===== src/sv/ckx_pkg.sv =====
package ckx_pkg;

	localparam int unsigned MAX_KMER_LENGTH_DEF = 31;
	localparam int unsigned CHAR_W              = 8;
	localparam int unsigned KMER_W              = 62;
	localparam int unsigned COUNT_W             = 5;
	localparam int unsigned APB_DATA_W          = 32;
	localparam int unsigned APB_ADDR_W          = 2;

	localparam logic [COUNT_W-1:0]    KLEN_RESET       = 5'd31;
	localparam logic [APB_ADDR_W-1:0] ADDR_KMER_LENGTH = 2'd0;

	localparam logic [CHAR_W-1:0] CHAR_A_UC = 8'h41;
	localparam logic [CHAR_W-1:0] CHAR_A_LC = 8'h61;
	localparam logic [CHAR_W-1:0] CHAR_C_UC = 8'h43;
	localparam logic [CHAR_W-1:0] CHAR_C_LC = 8'h63;
	localparam logic [CHAR_W-1:0] CHAR_G_UC = 8'h47;
	localparam logic [CHAR_W-1:0] CHAR_G_LC = 8'h67;
	localparam logic [CHAR_W-1:0] CHAR_T_UC = 8'h54;
	localparam logic [CHAR_W-1:0] CHAR_T_LC = 8'h74;

	typedef logic [1:0] base_code_t;

	localparam base_code_t BASE_A = 2'd0;
	localparam base_code_t BASE_C = 2'd1;
	localparam base_code_t BASE_G = 2'd2;
	localparam base_code_t BASE_T = 2'd3;

	typedef struct packed {
		logic       valid;
		base_code_t code;
	} base_dec_t;

	// Control that travels with the window from the first to the second stage.
	typedef struct packed {
		logic               valid;
		logic [COUNT_W-1:0] klen;
	} stage_ctl_t;

	function automatic base_dec_t decode_base(input logic [CHAR_W-1:0] ch);
		base_dec_t d;
		d.valid = 1'b1;
		d.code  = BASE_A;
		unique case (ch) inside
			CHAR_A_UC, CHAR_A_LC: d.code = BASE_A;
			CHAR_C_UC, CHAR_C_LC: d.code = BASE_C;
			CHAR_G_UC, CHAR_G_LC: d.code = BASE_G;
			CHAR_T_UC, CHAR_T_LC: d.code = BASE_T;
			default: begin
				d.valid = 1'b0;
				d.code  = BASE_A;
			end
		endcase
		return d;
	endfunction

endpackage


===== src/sv/ckx_base_if.sv =====
interface ckx_base_if import ckx_pkg::*; ();
	logic              valid;
	logic              ready;
	logic [CHAR_W-1:0] base_char;
	logic              record_start;

	modport source (output valid, output base_char, output record_start, input ready);
	modport sink   (input valid, input base_char, input record_start, output ready);
endinterface


===== src/sv/ckx_kmer_if.sv =====
interface ckx_kmer_if import ckx_pkg::*; ();
	logic              valid;
	logic              ready;
	logic [KMER_W-1:0] kmer_value;

	modport source (output valid, output kmer_value, input ready);
	modport sink   (input valid, input kmer_value, output ready);
endinterface


===== src/sv/ckx_apb_regs.sv =====
module ckx_apb_regs import ckx_pkg::*; (
	input  logic                  clk,
	input  logic                  arst_n,
	input  logic                  psel,
	input  logic                  penable,
	input  logic                  pwrite,
	input  logic [APB_ADDR_W-1:0] paddr,
	input  logic [APB_DATA_W-1:0] pwdata,
	output logic [APB_DATA_W-1:0] prdata,
	output logic                  pready,
	output logic [COUNT_W-1:0]    kmer_length
);

	logic [COUNT_W-1:0] kmer_length_q;
	logic               wr_en;

	assign wr_en = psel && penable && pwrite && (paddr == ADDR_KMER_LENGTH);

	always_ff @(posedge clk or negedge arst_n) begin
		if (!arst_n) begin
			kmer_length_q <= KLEN_RESET;
		end else if (wr_en) begin
			kmer_length_q <= pwdata[COUNT_W-1:0];
		end
	end

	// Single register: every read returns it.
	assign prdata      = APB_DATA_W'(kmer_length_q);
	assign pready      = 1'b1;
	assign kmer_length = kmer_length_q;

endmodule


===== src/sv/ckx_window.sv =====
module ckx_window import ckx_pkg::*; #(
	parameter int unsigned MAX_KMER_LENGTH = MAX_KMER_LENGTH_DEF
) (
	input  logic                         clk,
	input  logic                         arst_n,
	input  logic [COUNT_W-1:0]           kmer_length,
	input  logic                         in_valid,
	output logic                         in_ready,
	input  logic [CHAR_W-1:0]            base_char,
	input  logic                         record_start,
	input  logic                         can_take,
	output stage_ctl_t                   ctl_s1,
	output logic [2*MAX_KMER_LENGTH-1:0] window_s1
);

	localparam int unsigned WIN_W = 2 * MAX_KMER_LENGTH;
	localparam logic [COUNT_W-1:0] KMAX = COUNT_W'(MAX_KMER_LENGTH);

	logic [WIN_W-1:0]   window_q;
	logic [COUNT_W-1:0] count_q;
	logic [COUNT_W-1:0] klen;
	logic [WIN_W-1:0]   win_base;
	logic [COUNT_W-1:0] cnt_base;
	logic [WIN_W+1:0]   win_shift;
	logic [WIN_W-1:0]   keep_mask;
	logic [WIN_W-1:0]   win_next;
	logic [COUNT_W:0]   cnt_inc;
	logic [COUNT_W-1:0] count_next;
	logic               emit;
	logic               accept;
	logic               valid_s1;
	logic [COUNT_W-1:0] klen_s1;
	base_dec_t          dec;

	always_comb begin
		if (kmer_length == '0) begin
			klen = COUNT_W'(1);
		end else if (kmer_length > KMAX) begin
			klen = KMAX;
		end else begin
			klen = kmer_length;
		end
	end

	for (genvar j = 0; j < MAX_KMER_LENGTH; j++) begin : g_mask
		assign keep_mask[2*j +: 2] = {2{COUNT_W'(j) < klen}};
	end

	assign dec       = decode_base(base_char);
	assign win_base  = record_start ? '0 : window_q;
	assign cnt_base  = record_start ? '0 : count_q;
	assign win_shift = {win_base, dec.code};
	assign win_next  = win_shift[WIN_W-1:0] & keep_mask;
	assign cnt_inc   = {1'b0, cnt_base} + (COUNT_W+1)'(1);
	assign emit      = dec.valid && (cnt_inc >= {1'b0, klen});

	always_comb begin
		if (!dec.valid) begin
			count_next = '0;
		end else if (emit) begin
			count_next = klen - COUNT_W'(1);
		end else begin
			count_next = cnt_inc[COUNT_W-1:0];
		end
	end

	assign in_ready = !valid_s1 || can_take;
	assign accept   = in_valid && in_ready;

	always_ff @(posedge clk or negedge arst_n) begin
		if (!arst_n) begin
			window_q <= '0;
			count_q  <= '0;
		end else if (accept) begin
			window_q <= dec.valid ? win_next : '0;
			count_q  <= count_next;
		end
	end

	always_ff @(posedge clk or negedge arst_n) begin
		if (!arst_n) begin
			valid_s1 <= 1'b0;
		end else if (accept) begin
			valid_s1 <= emit;
		end else if (can_take) begin
			valid_s1 <= 1'b0;
		end
	end

	always_ff @(posedge clk) begin
		if (accept && emit) begin
			klen_s1   <= klen;
			window_s1 <= win_next;
		end
	end

	assign ctl_s1.valid = valid_s1;
	assign ctl_s1.klen  = klen_s1;

endmodule


===== src/sv/ckx_canon.sv =====
module ckx_canon import ckx_pkg::*; #(
	parameter int unsigned MAX_KMER_LENGTH = MAX_KMER_LENGTH_DEF
) (
	input  logic                         clk,
	input  logic                         arst_n,
	input  stage_ctl_t                   ctl_s1,
	input  logic [2*MAX_KMER_LENGTH-1:0] window_s1,
	output logic                         can_take,
	output logic                         out_valid,
	input  logic                         out_ready,
	output logic [KMER_W-1:0]            out_kmer
);

	localparam int unsigned WIN_W = 2 * MAX_KMER_LENGTH;
	localparam logic [COUNT_W-1:0] KMAX = COUNT_W'(MAX_KMER_LENGTH);

	logic [WIN_W-1:0]   keep_mask;
	logic [WIN_W-1:0]   comp;
	logic [WIN_W-1:0]   rev_full;
	logic [WIN_W-1:0]   rev_comp;
	logic [WIN_W-1:0]   canon;
	logic [COUNT_W-1:0] slack;
	logic               valid_s2;
	logic [KMER_W-1:0]  kmer_s2;

	for (genvar j = 0; j < MAX_KMER_LENGTH; j++) begin : g_rev
		assign keep_mask[2*j +: 2] = {2{COUNT_W'(j) < ctl_s1.klen}};
		// Base j lands in the mirrored slot of the full-width window.
		assign rev_full[2*(MAX_KMER_LENGTH-1-j) +: 2] = comp[2*j +: 2];
	end

	assign comp     = ~window_s1 & keep_mask;
	assign slack    = KMAX - ctl_s1.klen;
	assign rev_comp = rev_full >> {slack, 1'b0};
	assign canon    = (window_s1 < rev_comp) ? window_s1 : rev_comp;

	assign can_take = !valid_s2 || out_ready;

	always_ff @(posedge clk or negedge arst_n) begin
		if (!arst_n) begin
			valid_s2 <= 1'b0;
		end else if (can_take) begin
			valid_s2 <= ctl_s1.valid;
		end
	end

	always_ff @(posedge clk) begin
		if (can_take && ctl_s1.valid) begin
			kmer_s2 <= KMER_W'(canon);
		end
	end

	assign out_valid = valid_s2;
	assign out_kmer  = kmer_s2;

endmodule


===== src/sv/canonical_kmer_extractor.sv =====
// Canonical k-mer extractor. Takes one ASCII base per transaction on the bases
// channel (A, C, G, T in either case; record_start clears the window first)
// and, from the kmer_length-th valid base in a row on, returns for that base
// and each further one the smaller of the current k-mer and its reverse complement,
// two bits per base, on the kmers channel. Any other character clears the
// window and the run count and gives no result. The block takes one base
// every clock cycle while the kmers channel is not backed up; a result passes
// the window stage register and then the reverse complement and compare stage
// register before it is offered, and both stages hold under back-pressure
// without loss. kmer_length lives at APB address 0, keeps and reads back the
// low COUNT_W bits of a write, and acts as 1 when they are 0 and as MAX_KMER_LENGTH
// when they are higher; change it only while no base is in flight.
module canonical_kmer_extractor import ckx_pkg::*; #(
	parameter int unsigned MAX_KMER_LENGTH = MAX_KMER_LENGTH_DEF
) (
	input  logic                  clk,
	input  logic                  arst_n,
	input  logic                  psel,
	input  logic                  penable,
	input  logic                  pwrite,
	input  logic [APB_ADDR_W-1:0] paddr,
	input  logic [APB_DATA_W-1:0] pwdata,
	output logic [APB_DATA_W-1:0] prdata,
	output logic                  pready,
	ckx_base_if.sink              bases,
	ckx_kmer_if.source            kmers
);

	logic [COUNT_W-1:0]           kmer_length;
	logic                         can_take;
	stage_ctl_t                   ctl_s1;
	logic [2*MAX_KMER_LENGTH-1:0] window_s1;

	// Configuration register file.
	ckx_apb_regs u_regs (
		.clk         (clk),
		.arst_n      (arst_n),
		.psel        (psel),
		.penable     (penable),
		.pwrite      (pwrite),
		.paddr       (paddr),
		.pwdata      (pwdata),
		.prdata      (prdata),
		.pready      (pready),
		.kmer_length (kmer_length)
	);

	// Decode the base, advance the rolling window and decide whether to emit.
	ckx_window #(
		.MAX_KMER_LENGTH (MAX_KMER_LENGTH)
	) u_window (
		.clk          (clk),
		.arst_n       (arst_n),
		.kmer_length  (kmer_length),
		.in_valid     (bases.valid),
		.in_ready     (bases.ready),
		.base_char    (bases.base_char),
		.record_start (bases.record_start),
		.can_take     (can_take),
		.ctl_s1       (ctl_s1),
		.window_s1    (window_s1)
	);

	// Form the reverse complement, keep the smaller, hold it for the sink.
	ckx_canon #(
		.MAX_KMER_LENGTH (MAX_KMER_LENGTH)
	) u_canon (
		.clk       (clk),
		.arst_n    (arst_n),
		.ctl_s1    (ctl_s1),
		.window_s1 (window_s1),
		.can_take  (can_take),
		.out_valid (kmers.valid),
		.out_ready (kmers.ready),
		.out_kmer  (kmers.kmer_value)
	);

endmodule


===== src/flat_wrapper.sv =====
// flat-port wrapper written by rule: the top's interface ports become plain ports
module canonical_kmer_extractor_flat import ckx_pkg::*;
#(
	parameter int unsigned MAX_KMER_LENGTH = MAX_KMER_LENGTH_DEF
)
  (clk, arst_n, psel, penable, pwrite, paddr, pwdata, prdata, pready, bases_valid, bases_base_char, bases_record_start, bases_ready, kmers_valid, kmers_kmer_value, kmers_ready);
  ckx_base_if bases_i ();
  ckx_kmer_if kmers_i ();
  input  logic clk;
  input  logic arst_n;
  input  logic psel;
  input  logic penable;
  input  logic pwrite;
  input  logic [APB_ADDR_W-1:0] paddr;
  input  logic [APB_DATA_W-1:0] pwdata;
  output logic [APB_DATA_W-1:0] prdata;
  output logic pready;
  input wire logic [$bits(bases_i.valid)-1:0] bases_valid;
  input wire logic [$bits(bases_i.base_char)-1:0] bases_base_char;
  input wire logic [$bits(bases_i.record_start)-1:0] bases_record_start;
  output wire logic [$bits(bases_i.ready)-1:0] bases_ready;
  output wire logic [$bits(kmers_i.valid)-1:0] kmers_valid;
  output wire logic [$bits(kmers_i.kmer_value)-1:0] kmers_kmer_value;
  input wire logic [$bits(kmers_i.ready)-1:0] kmers_ready;
  assign bases_i.valid = bases_valid;
  assign bases_i.base_char = bases_base_char;
  assign bases_i.record_start = bases_record_start;
  assign bases_ready = bases_i.ready;
  assign kmers_valid = kmers_i.valid;
  assign kmers_kmer_value = kmers_i.kmer_value;
  assign kmers_i.ready = kmers_ready;
  canonical_kmer_extractor #(.MAX_KMER_LENGTH(MAX_KMER_LENGTH)) u_core (.clk(clk), .arst_n(arst_n), .psel(psel), .penable(penable), .pwrite(pwrite), .paddr(paddr), .pwdata(pwdata), .prdata(prdata), .pready(pready), .bases(bases_i), .kmers(kmers_i));
endmodule

===== config.mk =====
export PLATFORM = sky130hd
export DESIGN_NAME = canonical_kmer_extractor_flat
export DESIGN_NICKNAME = d
export VERILOG_FILES = /design/src/sv/ckx_pkg.sv /design/src/sv/ckx_base_if.sv /design/src/sv/ckx_kmer_if.sv /design/src/sv/ckx_apb_regs.sv /design/src/sv/ckx_window.sv /design/src/sv/ckx_canon.sv /design/src/sv/canonical_kmer_extractor.sv /design/src/flat_wrapper.sv
export SDC_FILE = /design/constraint.sdc
export NUM_CORES = 1
export LEC_CHECK = 0
export BUFFER_PORTS_ARGS = -buffer_cell sky130_fd_sc_hd__clkbuf_2
export CAP_MARGIN = 40
export CORE_MARGIN = 1
export CORE_UTILIZATION = 56
export CTS_BUF_LIST = sky130_fd_sc_hd__clkbuf_2
export DETAILED_ROUTE_END_ITERATION = 7
export HOLD_SLACK_MARGIN = 0.15
export PLACE_DENSITY = 0.78
export SYNTH_ARGS = -nofsm -noshare
export SYNTH_HDL_FRONTEND = slang
export SYNTH_SLANG_ARGS = --single-unit

===== constraint.sdc =====
create_clock -name clk -period 3.79 [get_ports clk]
set_clock_uncertainty 0.15 [all_clocks]
set_input_delay 0.758 -clock clk [delete_from_list [all_inputs] [get_ports clk]]
set_output_delay 0.758 -clock clk [all_outputs]
set_load 0.01 [all_outputs]

==> results.md, run 1 <==
* Yosys reg bits at 201
* Post-synth EDFFs at 129
* Rel. slew slack at 0.447
* Share of cells above drive strength 1 at 0.384
* Switching Share at 0.289
* Vias in the first global route at 12.7k
* Core ar. at 0.0234 sq mm
* FFs w/ async S/R, synth at 0.358
* Cell taking the most area after synthesis: edfxtp_1
* Initial core utilization at 0.570
* Die Y at 156 microns
* Grt met1 use at 0.503
* Top cell type's share of synthesized area at 0.290
* Count leader, synth: nand2_1
* Combinational group share of total power at 0.113
* GRT Util Overall at 0.397
* Worst Hold Class: input pin to flip-flop
* RSZ-0062 raised after global routing: yes
* Clock power share at 0.337
* TNS Setup at -44,580 ps
* CP startpoint kind: flip-flop
* Design area at 0.0182 sq mm
* CTS Sinks at 201
* Pwr per Cell Area at 237 mW/mm^2
* Final min period at 4580 ps
* Rows at 56
* Peak VDD IR at 0.293 mV
* Die ar. at 0.0244 sq mm
* Die Width at 156 microns
* Number of remaining DRC errors at 0
* Largest net degree at the start of global routing at 83
* Max-cap violations at 0
* Critical Path Fanout Max at 22
* Worst slew pin tran at 829 ps
* CTS H-tree depth at 2
* Worst setup margin at -789 ps
* Routed WL at 49,400 microns
* FMAX at 218 MHz
* GR peak layer: met2
* Avg Synthesized Cell Area at 9.68 sq um
* Via-to-Cell Ratio at 5.91
* Crit path kind: flip-flop to flip-flop
* Antenna viol nets, final at 0
* Int Power at 3070 uW
* Seq pwr share at 0.550
* Clk pin slew, worst setup/hold paths at 110 ps
* GP Congestion at 1.03
* Yosys warning count at 0
* Dpl hpwl at 36,200 microns
* TritonCTS clock tree: built
* Top post-synthesis cells by area: edfxtp_1 (29%), dfrtp_1 (13%), mux2i_1 (8.8%), ha_1 (6.5%), nand2_1 (5.4%)
* Initial antenna violation count at 1
* P_sw at 1250 uW
* GR Util met2 at 0.640
* P&R area growth vs syn at 36.2%
* CTS Buffer Depth at 3
* M3 GR Usage at 0.0842
* Synth cell types at 79
* Finish-stage setup viols at 62
* GRT overflow at 0
* Status: finished with violations
* Pre-CTS setup slack at -847 ps
* Leakage power at 0.00823 uW
* Failing checks: negative setup slack
* Ports at 147
* Post-layout nets at 1,944
* Post-route clock period utilization at 1.21
* Sequential-to-total area share from yosys stat at 0.426
* Critical Path RT at 4210 ps
* Max-slew violation count at 0
* Hold Fails Final Rpt at 0
* CP arrival at 5000 ps
* Avg WL per Cell at 22.6 microns
* Placed Area at 0.0164 sq mm
* Fillers at 1,636
* Port Buffers at 90
* DRT Pass-1 Iters at 6
* Initial DRC Count at 1,110
* Root Driver: clkbuf_2
* Later-pin clock latency in the skew report at 840 ps
* First-pass GRT wire length at 72,000 microns
* Total CTS buffers at 49
* Ys flop type: edfxtp_1
* Critical path endpoint category: flip-flop
* Mapped Cells at 1,378
* Post-Syn Area at 0.0133 sq mm
* Post-synth top cells: nand2_1 (191), edfxtp_1 (129), mux2i_1 (117), o21ai_0 (89), inv_1 (79)
* DR vias at 12.9k
[per-layer routing]
layer	wire, microns	vias up
li1	-	5876
met1	19400	6161
met2	23100	730
met3	4520	139
met4	2360	0
met5	0	-
[placed cells by master, fill, tap and decap left out, types with 10 or more instances in the layout]
cell / Yosys / layout
a21oi_1: 56 / 42
a21oi_2: 1 / 15
a22o_1: 25 / 22
and2_1: 47 / 46
and3_1: 16 / 16
buf_4: 32 / 347
buf_6: 12 / 14
clkbuf_2: 0 / 155
clkinv_1: 1 / 20
conb_1: 2 / 28
dfrtp_1: 67 / 67
edfxtp_1: 129 / 129
ha_1: 69 / 59
ha_4: 0 / 10
inv_1: 79 / 78
mux2_2: 24 / 19
mux2i_1: 117 / 91
mux2i_2: 1 / 17
mux2i_4: 0 / 10
nand2_1: 191 / 185
nand2b_1: 13 / 11
nand3_1: 51 / 49
nand4_1: 15 / 15
nor2_1: 75 / 73
o211ai_1: 22 / 22
o21ai_0: 89 / 70
o21ai_1: 10 / 17
[final timing paths]
kind	end	startpoint	slack, ps	cells after the start
min in group asynchronous	u_core.u_window.window_q[18]	arst_n	240	2
max in group asynchronous	u_core.u_window.window_q[59]	arst_n	2430	4
worst max register to register	u_core.u_canon.out_kmer[33]	u_core.u_window.klen_s1[1]	-790	18
worst max-delay path	u_core.u_canon.out_kmer[33]	u_core.u_window.klen_s1[1]	-790	18
worst min register to register	u_core.u_window.window_q[47]	u_core.u_window.window_q[47]	320	2
worst min-delay path	u_core.u_window.window_q[1]	bases_base_char[7]	200	6
[stage by stage]
stage / cells / util / total power, uW / hold WS [ps]
2_1_floorplan: 1404 / - / 2710 / 280
3_5_place_dp: 2035 / 0.700 / 2870 / 299
4_1_cts: 2176 / 0.764 / 4310 / 158
3_3_place_gp: 2033 / 0.698 / 2850 / 291
5_1_grt: 2184 / 0.776 / 4460 / 193
6_report: 2184 / 0.776 / 4310 / 200
[flip-flops by register name, indices dropped and copies added, names as in the netlist]
name,count
u_core.u_canon.out_kmer,62
u_core.u_canon.out_valid,1
u_core.u_regs.kmer_length,5
u_core.u_window.count_q,5
u_core.u_window.klen_s1,5
u_core.u_window.valid_s1,1
u_core.u_window.window_q,60
u_core.u_window.window_s1,62
[power by group through the flow]
stage | clock, uW | sequential, uW | combinational, uW
5_1_grt | 1560 | 2370 | 524
3_5_place_dp | 0 | 2420 | 451
3_3_place_gp | 0 | 2420 | 434
2_1_floorplan | 0 | 2420 | 291
6_report | 1450 | 2370 | 488
4_1_cts | 1470 | 2370 | 472
[timing repair]
action | in CTS | in global routing
pin swaps | 12 | 4
hold buffers | 8 | 0
setup endpoints to repair | 62 | 62
setup buffers | 39 | 7
endpoints found under the hold margin | 50 | 0
cloned | 5 | 1
resized for setup | 120 | 48
[critical path, cell delays in order (launching register included)]
cell      delay [ps]
edfxtp_1         430
buf_4            320
buf_4            250
mux4_2           350
nor3_2           150
o21ai_0          110
o21ai_0          100
buf_4            170
nand2_1          120
ha_1             350
nand4_1          160
nor4_2           250
buf_4            220
nand4_1          180
nor3b_2          230
a31oi_2          130
nand2_4          230
buf_6            140
mux2_4           290
[logic make-up after synthesis]
logic type / Yosys count / synth area share
other cells: 2 / 0.000563
xor+xnor: 5 / 0.00328
compound gates: 298 / 0.148
buf+inv: 193 / 0.0729
mux: 152 / 0.124
fa+ha+maj: 69 / 0.0647
flops: 201 / 0.426
simple gates: 458 / 0.161
[cell type report]
type / instances / area, sq um / share of cell area
multi-input combinational: 1010 / 7540 / 0.415
sequential: 201 / 5680 / 0.313
timing repair buffer: 483 / 3790 / 0.209
tap: 319 / 399 / 0.0220
clock buffer: 66 / 330 / 0.0182
inverter: 80 / 304 / 0.0167
clock inverter: 24 / 126 / 0.00695
antenna: 1 / 2.50 / 0.000138
No activity file was read; power rests on OpenSTA's default activity.
==> run 2, diff against run 1 <==
--- a/config.mk
+++ b/config.mk
@@ -7,12 +7,14 @@
 export LEC_CHECK = 0
 export BUFFER_PORTS_ARGS = -buffer_cell sky130_fd_sc_hd__clkbuf_2
 export CAP_MARGIN = 40
+export CELL_PAD_IN_SITES_DETAIL_PLACEMENT = 2
+export CELL_PAD_IN_SITES_GLOBAL_PLACEMENT = 2
 export CORE_MARGIN = 1
-export CORE_UTILIZATION = 56
+export CORE_UTILIZATION = 35
 export CTS_BUF_LIST = sky130_fd_sc_hd__clkbuf_2
 export DETAILED_ROUTE_END_ITERATION = 7
 export HOLD_SLACK_MARGIN = 0.15
-export PLACE_DENSITY = 0.78
+export PLACE_DENSITY = 0.77
 export SYNTH_ARGS = -nofsm -noshare
 export SYNTH_HDL_FRONTEND = slang
 export SYNTH_SLANG_ARGS = --single-unit
==> run 2 against run 1 <==
Net effect:
- the flow still finishes with violations (negative setup slack)
- critical path depth did not move
- cell count grew 9.2%
- non-clock buffer count shrank 6
==> results.md, run 2 (synthesized netlist as in run 1, its figures left out) <==
* Die Y at 197 microns (was 156 microns)
* GP Congestion at 0.968 (was 1.03)
* Rows at 71 (was 56)
* Final Util at 0.482 (was 0.776)
* Number of remaining DRC errors at 0 (unchanged)
* Max-cap violations at 0 (unchanged)
* Initial antenna violation count at 1 (unchanged)
* Critical path endpoint category: flip-flop (unchanged)
* Core ar. at 0.0376 sq mm (was 0.0234 sq mm)
* Post-layout nets at 1,946 (was 1,944)
* P&R area growth vs syn at 35.9% (was 36.2%)
* Share of cells above drive strength 1 at 0.358 (was 0.384)
* Hold Fails Final Rpt at 0 (unchanged)
* Reg-to-reg startpoint: u_core.u_window.klen_s1[3] (was u_core.u_window.klen_s1[1])
* R2R cell count at 18 (unchanged)
* Finish-stage setup viols at 62 (unchanged)
* Pwr per Cell Area at 254 mW/mm^2 (was 237 mW/mm^2)
* Status: finished with violations (unchanged)
* Worst slew pin tran at 883 ps (was 829 ps)
* Worst setup margin at -1260 ps (was -789 ps)
* Die Width at 197 microns (was 156 microns)
* Total CTS buffers at 56 (was 49)
* Most frequent cells in the layout: buf_4 (335), nand2_1 (183), clkbuf_2 (169), edfxtp_1 (129), mux2i_1 (103) (was buf_4 (347), nand2_1 (185), clkbuf_2 (155), edfxtp_1 (129), mux2i_1 (91))
* Initial DRC Count at 841 (was 1,110)
* Final min period at 5050 ps (was 4580 ps)
* Setup crit start: u_core.u_window.klen_s1[3] (was u_core.u_window.klen_s1[1])
* Critical Path Fanout Max at 9 (was 22)
* Clk pin slew, worst setup/hold paths at 130 ps (was 110 ps)
* Post-route clock period utilization at 1.33 (was 1.21)
* DR vias at 13.4k (was 12.9k)
* Critical Path RT at 4440 ps (was 4210 ps)
* CP startpoint kind: flip-flop (unchanged)
* CTS Sinks at 201 (unchanged)
* Peak VDD IR at 0.234 mV (was 0.293 mV)
* Max-slew violation count at 0 (unchanged)
* First-pass GRT wire length at 92,100 microns (was 72,000 microns)
* GRT overflow at 0 (unchanged)
* Routed WL at 65,300 microns (was 49,400 microns)
* Dpl hpwl at 46,500 microns (was 36,200 microns)
* FMAX at 198 MHz (was 218 MHz)
* CP arrival at 5700 ps (was 5000 ps)
* DRT Pass-1 Iters at 7 (was 6)
* Root Driver: clkbuf_2 (unchanged)
* Later-pin clock latency in the skew report at 1030 ps (was 840 ps)
* Initial core utilization at 0.355 (was 0.570)
* Hold Startpoint: u_core.u_window.window_q[17] (was bases_base_char[7])
* RSZ-0062 raised after global routing: yes (unchanged)
* Rel. slew slack at 0.411 (was 0.447)
* Port Buffers at 90 (unchanged)
* Failing checks: negative setup slack (unchanged)
* GRT Util Overall at 0.320 (was 0.397)
* Pre-CTS setup slack at -1080 ps (was -847 ps)
* TritonCTS clock tree: built (unchanged)
* CTS Buffer Depth at 3 (unchanged)
* Largest net degree at the start of global routing at 83 (unchanged)
* Non-Filler Instances at 2,385 (was 2,184)
* Leakage power at 0.00822 uW (was 0.00823 uW)
* Commonest non-fill, non-tap cell in the layout: buf_4 (unchanged)
* Worst Hold Class: flip-flop to flip-flop (was input pin to flip-flop)
* Hold depth at 2 (was 6)
* Antenna viol nets, final at 0 (unchanged)
* Die ar. at 0.0389 sq mm (was 0.0244 sq mm)
* Placed cell count at 2,233 (was 2,035)
* Crit path kind: flip-flop to flip-flop (unchanged)
* Ports at 147 (unchanged)
* Via-to-Cell Ratio at 5.62 (was 5.91)
* Avg WL per Cell at 27.4 microns (was 22.6 microns)
* CTS H-tree depth at 2 (unchanged)
* Vias in the first global route at 14.6k (was 12.7k)
[run 2: path summary, 6_finish.rpt]
check	end	slack (ps)
max	u_core.u_canon.out_kmer[3]	-1260
min	u_core.u_window.window_q[17]	320
max reg2reg	u_core.u_canon.out_kmer[3]	-1260
min reg2reg	u_core.u_window.window_q[17]	320
max in group asynchronous	u_core.u_window.count_q[2]	1720
min in group asynchronous	u_core.u_regs.kmer_length[4]	740
[run 2: final cells by class]
type	instances	area (sq um)
fill	4021	19500
multi-input combinational	1011	7260
sequential	201	5680
timing repair buffer	477	3730
tap	511	639
clock buffer	80	400
inverter	80	304
clock inverter	24	105
antenna	1	2.50
[run 2: through the flow]
stage / TNS [ps] / area (sq um) / hold WS (ps) / power (uW)
floorplan: -6980 / 13600 / 280 / 2710
global placement: -48790 / 16600 / 293 / 2880
detailed placement: -60940 / 16600 / 305 / 2910
CTS: -48490 / 17700 / 187 / 4600
global route: -77570 / 18100 / 292 / 4790
finish: -71830 / 18100 / 323 / 4610
[run 2: metal layers]
layer	GRT usage	part of all wire	wire, microns
met1	0.391	0.41	26700
met2	0.553	0.49	32200
met3	0.0452	0.043	2830
met4	0.152	0.054	3530
met5	0	0	0
[run 2: repair_timing]
action / 4_1_cts / 5_1_grt
endpoints found under the setup margin: 62 / 62
buffers inserted: 4 / 11
hold buffers: 24 / 0
gates resized for setup: 52 / 52
gates cloned: 4 / 3
endpoints found under the hold margin: 54 / 0
pin swaps: 12 / 20
[run 2: power breakdown]
part	internal [uW]	switching [uW]
sequential	2350	26.1
combinational	192	354
clock	584	1110
[run 2: worst max-delay path, cell delays in order, from the launching register on]
cell and delay [ps]:
edfxtp_1 440, buf_4 210, or2_2 350, and3_1 230
a311oi_2 380, a21oi_1 150, a22o_2 320, nand2_1 190
ha_1 200, nand4_1 190, nor4_4 390, buf_4 190
nand4_1 140, buf_4 190, nor3b_4 230, a31oi_4 190
nand2_8 260, buf_8 170, mux2i_2 250
==> run 3, diff against run 2 <==
--- a/config.mk
+++ b/config.mk
@@ -5,16 +5,16 @@
 export SDC_FILE = /design/constraint.sdc
 export NUM_CORES = 1
 export LEC_CHECK = 0
-export BUFFER_PORTS_ARGS = -buffer_cell sky130_fd_sc_hd__clkbuf_2
 export CAP_MARGIN = 40
 export CELL_PAD_IN_SITES_DETAIL_PLACEMENT = 2
 export CELL_PAD_IN_SITES_GLOBAL_PLACEMENT = 2
 export CORE_MARGIN = 1
-export CORE_UTILIZATION = 35
+export CORE_UTILIZATION = 38
 export CTS_BUF_LIST = sky130_fd_sc_hd__clkbuf_2
 export DETAILED_ROUTE_END_ITERATION = 7
+export DONT_BUFFER_PORTS = 1
 export HOLD_SLACK_MARGIN = 0.15
-export PLACE_DENSITY = 0.77
+export PLACE_DENSITY = 0.76
 export SYNTH_ARGS = -nofsm -noshare
 export SYNTH_HDL_FRONTEND = slang
 export SYNTH_SLANG_ARGS = --single-unit
==> constraint.sdc (replaced) <==
create_clock -name clk -period 3.79 [get_ports clk]
set_clock_uncertainty 0.15 [all_clocks]
set_input_delay 0.379 -clock clk [delete_from_list [all_inputs] [get_ports clk]]
set_output_delay 0.379 -clock clk [all_outputs]
set_load 0.01 [all_outputs]
==> run 3 against run 2 <==
Net effect:
- the run still ends with negative setup slack left
- hold slack got worse by 140 ps
- sequential cell count unchanged
- first-iteration DRC count increased by 100%
- sequential power is essentially flat
- clock power rose by 20%
- non-clock buffer count shrank 33
- fmax is 7.0% lower
- critical path type unchanged
- largest cell class unchanged
==> results.md, run 3 (synthesized netlist as in run 1, its figures left out) <==
* Status: finished with violations (unchanged)
* Failing checks: negative setup slack (unchanged)
* CTS Buffer Depth at 3 (unchanged)
* Non-Filler Instances at 2,298 (was 2,385)
* Delay-heaviest family, CP: simple AND/OR/NAND/NOR gates (unchanged)
* Pwr per Cell Area at 266 mW/mm^2 (was 254 mW/mm^2)
* Overall Power at 4990 uW (was 4610 uW)
* Root Driver: clkbuf_2 (unchanged)
* CP startpoint kind: flip-flop (unchanged)
* Hold Fails Final Rpt at 0 (unchanged)
* Peak VDD IR at 0.282 mV (was 0.234 mV)
* P&R area growth vs syn at 40.8% (was 35.9%)
* CTS H-tree depth at 2 (unchanged)
* TNS Setup at -93,810 ps (was -71,830 ps)
* Reg-to-reg startpoint: u_core.u_window.klen_s1[0] (was u_core.u_window.klen_s1[3])
* Reg2Reg Setup Slack at -1640 ps (was -1260 ps)
* FMAX at 184 MHz (was 198 MHz)
* CP cell instances: buf_12 > clkbuf_16 > nor2b_2 > a2111oi_4 > buf_4 > o21bai_4 > mux2i_1 > mux2i_1 > nand2_1 > ha_1 > nand4_1 > nor4_1 > buf_4 > nand4_1 > nor3b_2 > a31oi_2 > nand2_4 > buf_4 > buf_16 > mux2i_2 (was buf_4 > or2_2 > and3_1 > a311oi_2 > a21oi_1 > a22o_2 > nand2_1 > ha_1 > nand4_1 > nor4_4 > buf_4 > nand4_1 > buf_4 > nor3b_4 > a31oi_4 > nand2_8 > buf_8 > mux2i_2)
* Core ar. at 0.0345 sq mm (was 0.0376 sq mm)
* Multi-input gate area in the final layout at 0.00790 sq mm (was 0.00726 sq mm)
* Worst Path Buf+Inv at 6 (was 4)
* Worst setup margin at -1640 ps (was -1260 ps)
* Number of remaining DRC errors at 0 (unchanged)
* Initial core utilization at 0.386 (was 0.355)
* Critical path endpoint category: flip-flop (unchanged)
* Avg WL per Cell at 39.5 microns (was 27.4 microns)
* Most frequent cell on the critical path: buf_4 (unchanged)
* Leakage power at 0.00817 uW (was 0.00822 uW)
* Placed cell count at 2,113 (was 2,233)
* DR vias at 15.2k (was 13.4k)
* First-pass GRT wire length at 110,000 microns (was 92,100 microns)
* Commonest non-fill, non-tap cell in the layout: buf_4 (unchanged)
* Hold endpoint: u_core.u_window.window_s1[1] (was u_core.u_window.window_q[17])
* Final min period at 5430 ps (was 5050 ps)
* Total CTS buffers at 54 (was 56)
* Most frequent cells in the layout: buf_4 (373), nand2_1 (175), edfxtp_1 (129), inv_1 (76), clkbuf_2 (73) (was buf_4 (335), nand2_1 (183), clkbuf_2 (169), edfxtp_1 (129), mux2i_1 (103))
* R2R cell count at 20 (was 18)
* Max-cap violations at 0 (unchanged)
* CTS Sinks at 201 (unchanged)
* GP Congestion at 0.992 (was 0.968)
* Critical Path RT at 4540 ps (was 4440 ps)
* Via-to-Cell Ratio at 6.63 (was 5.62)
* Hold Startpoint: bases_base_char[1] (was u_core.u_window.window_q[17])
* Initial DRC Count at 1,716 (was 841)
* CP max stage cell: a2111oi_4 (was edfxtp_1)
* Worst Hold Class: input pin to flip-flop (was flip-flop to flip-flop)
* Die Y at 189 microns (was 197 microns)
* Slowest stage delay, CP at 660 ps (was 440 ps)
* DRT Pass-1 Iters at 7 (unchanged)
* Antenna viol nets, final at 0 (unchanged)
* Finish-stage setup viols at 62 (unchanged)
* Rows at 68 (was 71)
* Die ar. at 0.0359 sq mm (was 0.0389 sq mm)
* Post-route clock period utilization at 1.43 (was 1.33)
* Later-pin clock latency in the skew report at 1220 ps (was 1030 ps)
* RSZ-0062 raised after global routing: yes (unchanged)
* Area occupied by registers at 0.00568 sq mm (unchanged)
* Clk pin slew, worst setup/hold paths at 190 ps (was 130 ps)
* CP arrival at 6180 ps (was 5700 ps)
* Rel. slew slack at 0.341 (was 0.411)
* Fillers at 3,510 (was 4,021)
* Crit path kind: flip-flop to flip-flop (unchanged)
* Port Buffers at 0 (was 90)
* Vias in the first global route at 15.7k (was 14.6k)
* Placed Area at 0.0163 sq mm (was 0.0166 sq mm)
* Design area at 0.0188 sq mm (was 0.0181 sq mm)
* Hold depth at 4 (was 2)
* Ports at 147 (unchanged)
* Max-slew violation count at 0 (unchanged)
* Share of cells above drive strength 1 at 0.389 (was 0.358)
* Dpl hpwl at 47,100 microns (was 46,500 microns)
* Initial antenna violation count at 9 (was 1)
* Critical Path Fanout Max at 16 (was 9)
* GRT overflow at 0 (unchanged)
* Routed WL at 90,700 microns (was 65,300 microns)
* RR Endpoint: u_core.u_canon.out_kmer[54] (was u_core.u_canon.out_kmer[3])
* GRT Util Overall at 0.422 (was 0.320)
* TritonCTS clock tree: built (unchanged)
* Die Width at 189 microns (was 197 microns)
* Post-layout nets at 1,910 (was 1,946)
* Largest net degree at the start of global routing at 83 (unchanged)
* Worst slew pin tran at 985 ps (was 883 ps)
[run 3: per-stage QoR]
| stage | utilization | worst slack, ps | hold slack (ps) |
|---|---|---|---|
| finish | 0.544 | -1640 | 180 |
| floorplan | - | -209 | -66.6 |
| global placement | 0.471 | -745 | -61.2 |
| detailed placement | 0.471 | -1360 | -61.6 |
| global route | 0.543 | -1650 | 223 |
| CTS | 0.524 | -715 | 172 |
[run 3: worst min-delay path, stage by stage]
cell and delay [ps]:
nor3_1 30, a21oi_1 120, nor2_1 60, dlygate4sd3_1 580
[run 3: how the worst max path moves through the flow]
stage | startpoint | to | slack [ps] | cells after the start
after global placement | u_core.u_window.klen_s1[0] | u_core.u_canon.out_kmer[58] | -750 | 16
final | u_core.u_window.klen_s1[0] | u_core.u_canon.out_kmer[54] | -1640 | 20
after detailed placement | u_core.u_window.klen_s1[0] | u_core.u_canon.out_kmer[9] | -1360 | 17
after floorplan | u_core.u_window.klen_s1[0] | u_core.u_canon.out_kmer[33] | -210 | 18
after global routing | u_core.u_window.klen_s1[3] | u_core.u_canon.out_kmer[54] | -1650 | 18
after CTS | u_core.u_window.klen_s1[0] | u_core.u_canon.out_kmer[35] | -720 | 18
[run 3: cell type report]
cell class | count | area share
inverter | 80 | 0.0162
tap | 455 | 0.0303
antenna | 6 | 0.000799
clock buffer | 73 | 0.0195
multi-input combinational | 1010 | 0.420
sequential | 201 | 0.303
clock inverter | 29 | 0.00853
timing repair buffer | 444 | 0.202
[run 3: what timing repair did]
item,in CTS,in global routing
endpoints found under the hold margin,240,0
pin swaps,17,36
hold buffers,37,0
gates cloned,2,3
setup buffers,20,20
setup endpoints to repair,62,62
resized for setup,149,112
[run 3: power breakdown]
part	switching (uW)	total, uW	internal, uW
sequential	52.7	2400	2350
clock	1390	2020	625
combinational	385	569	185
[run 3: per-layer routing]
| metal | global-route usage | wire length (microns) | part of all wire | up-vias |
|---|---|---|---|---|
| li1 | - | - | - | 5790 |
| met1 | 0.464 | 30800 | 0.34 | 7595 |
| met2 | 0.722 | 41000 | 0.45 | 1241 |
| met3 | 0.0938 | 9280 | 0.10 | 611 |
| met4 | 0.297 | 9610 | 0.11 | 6 |
| met5 | 0 | 39 | 0.00043 | - |
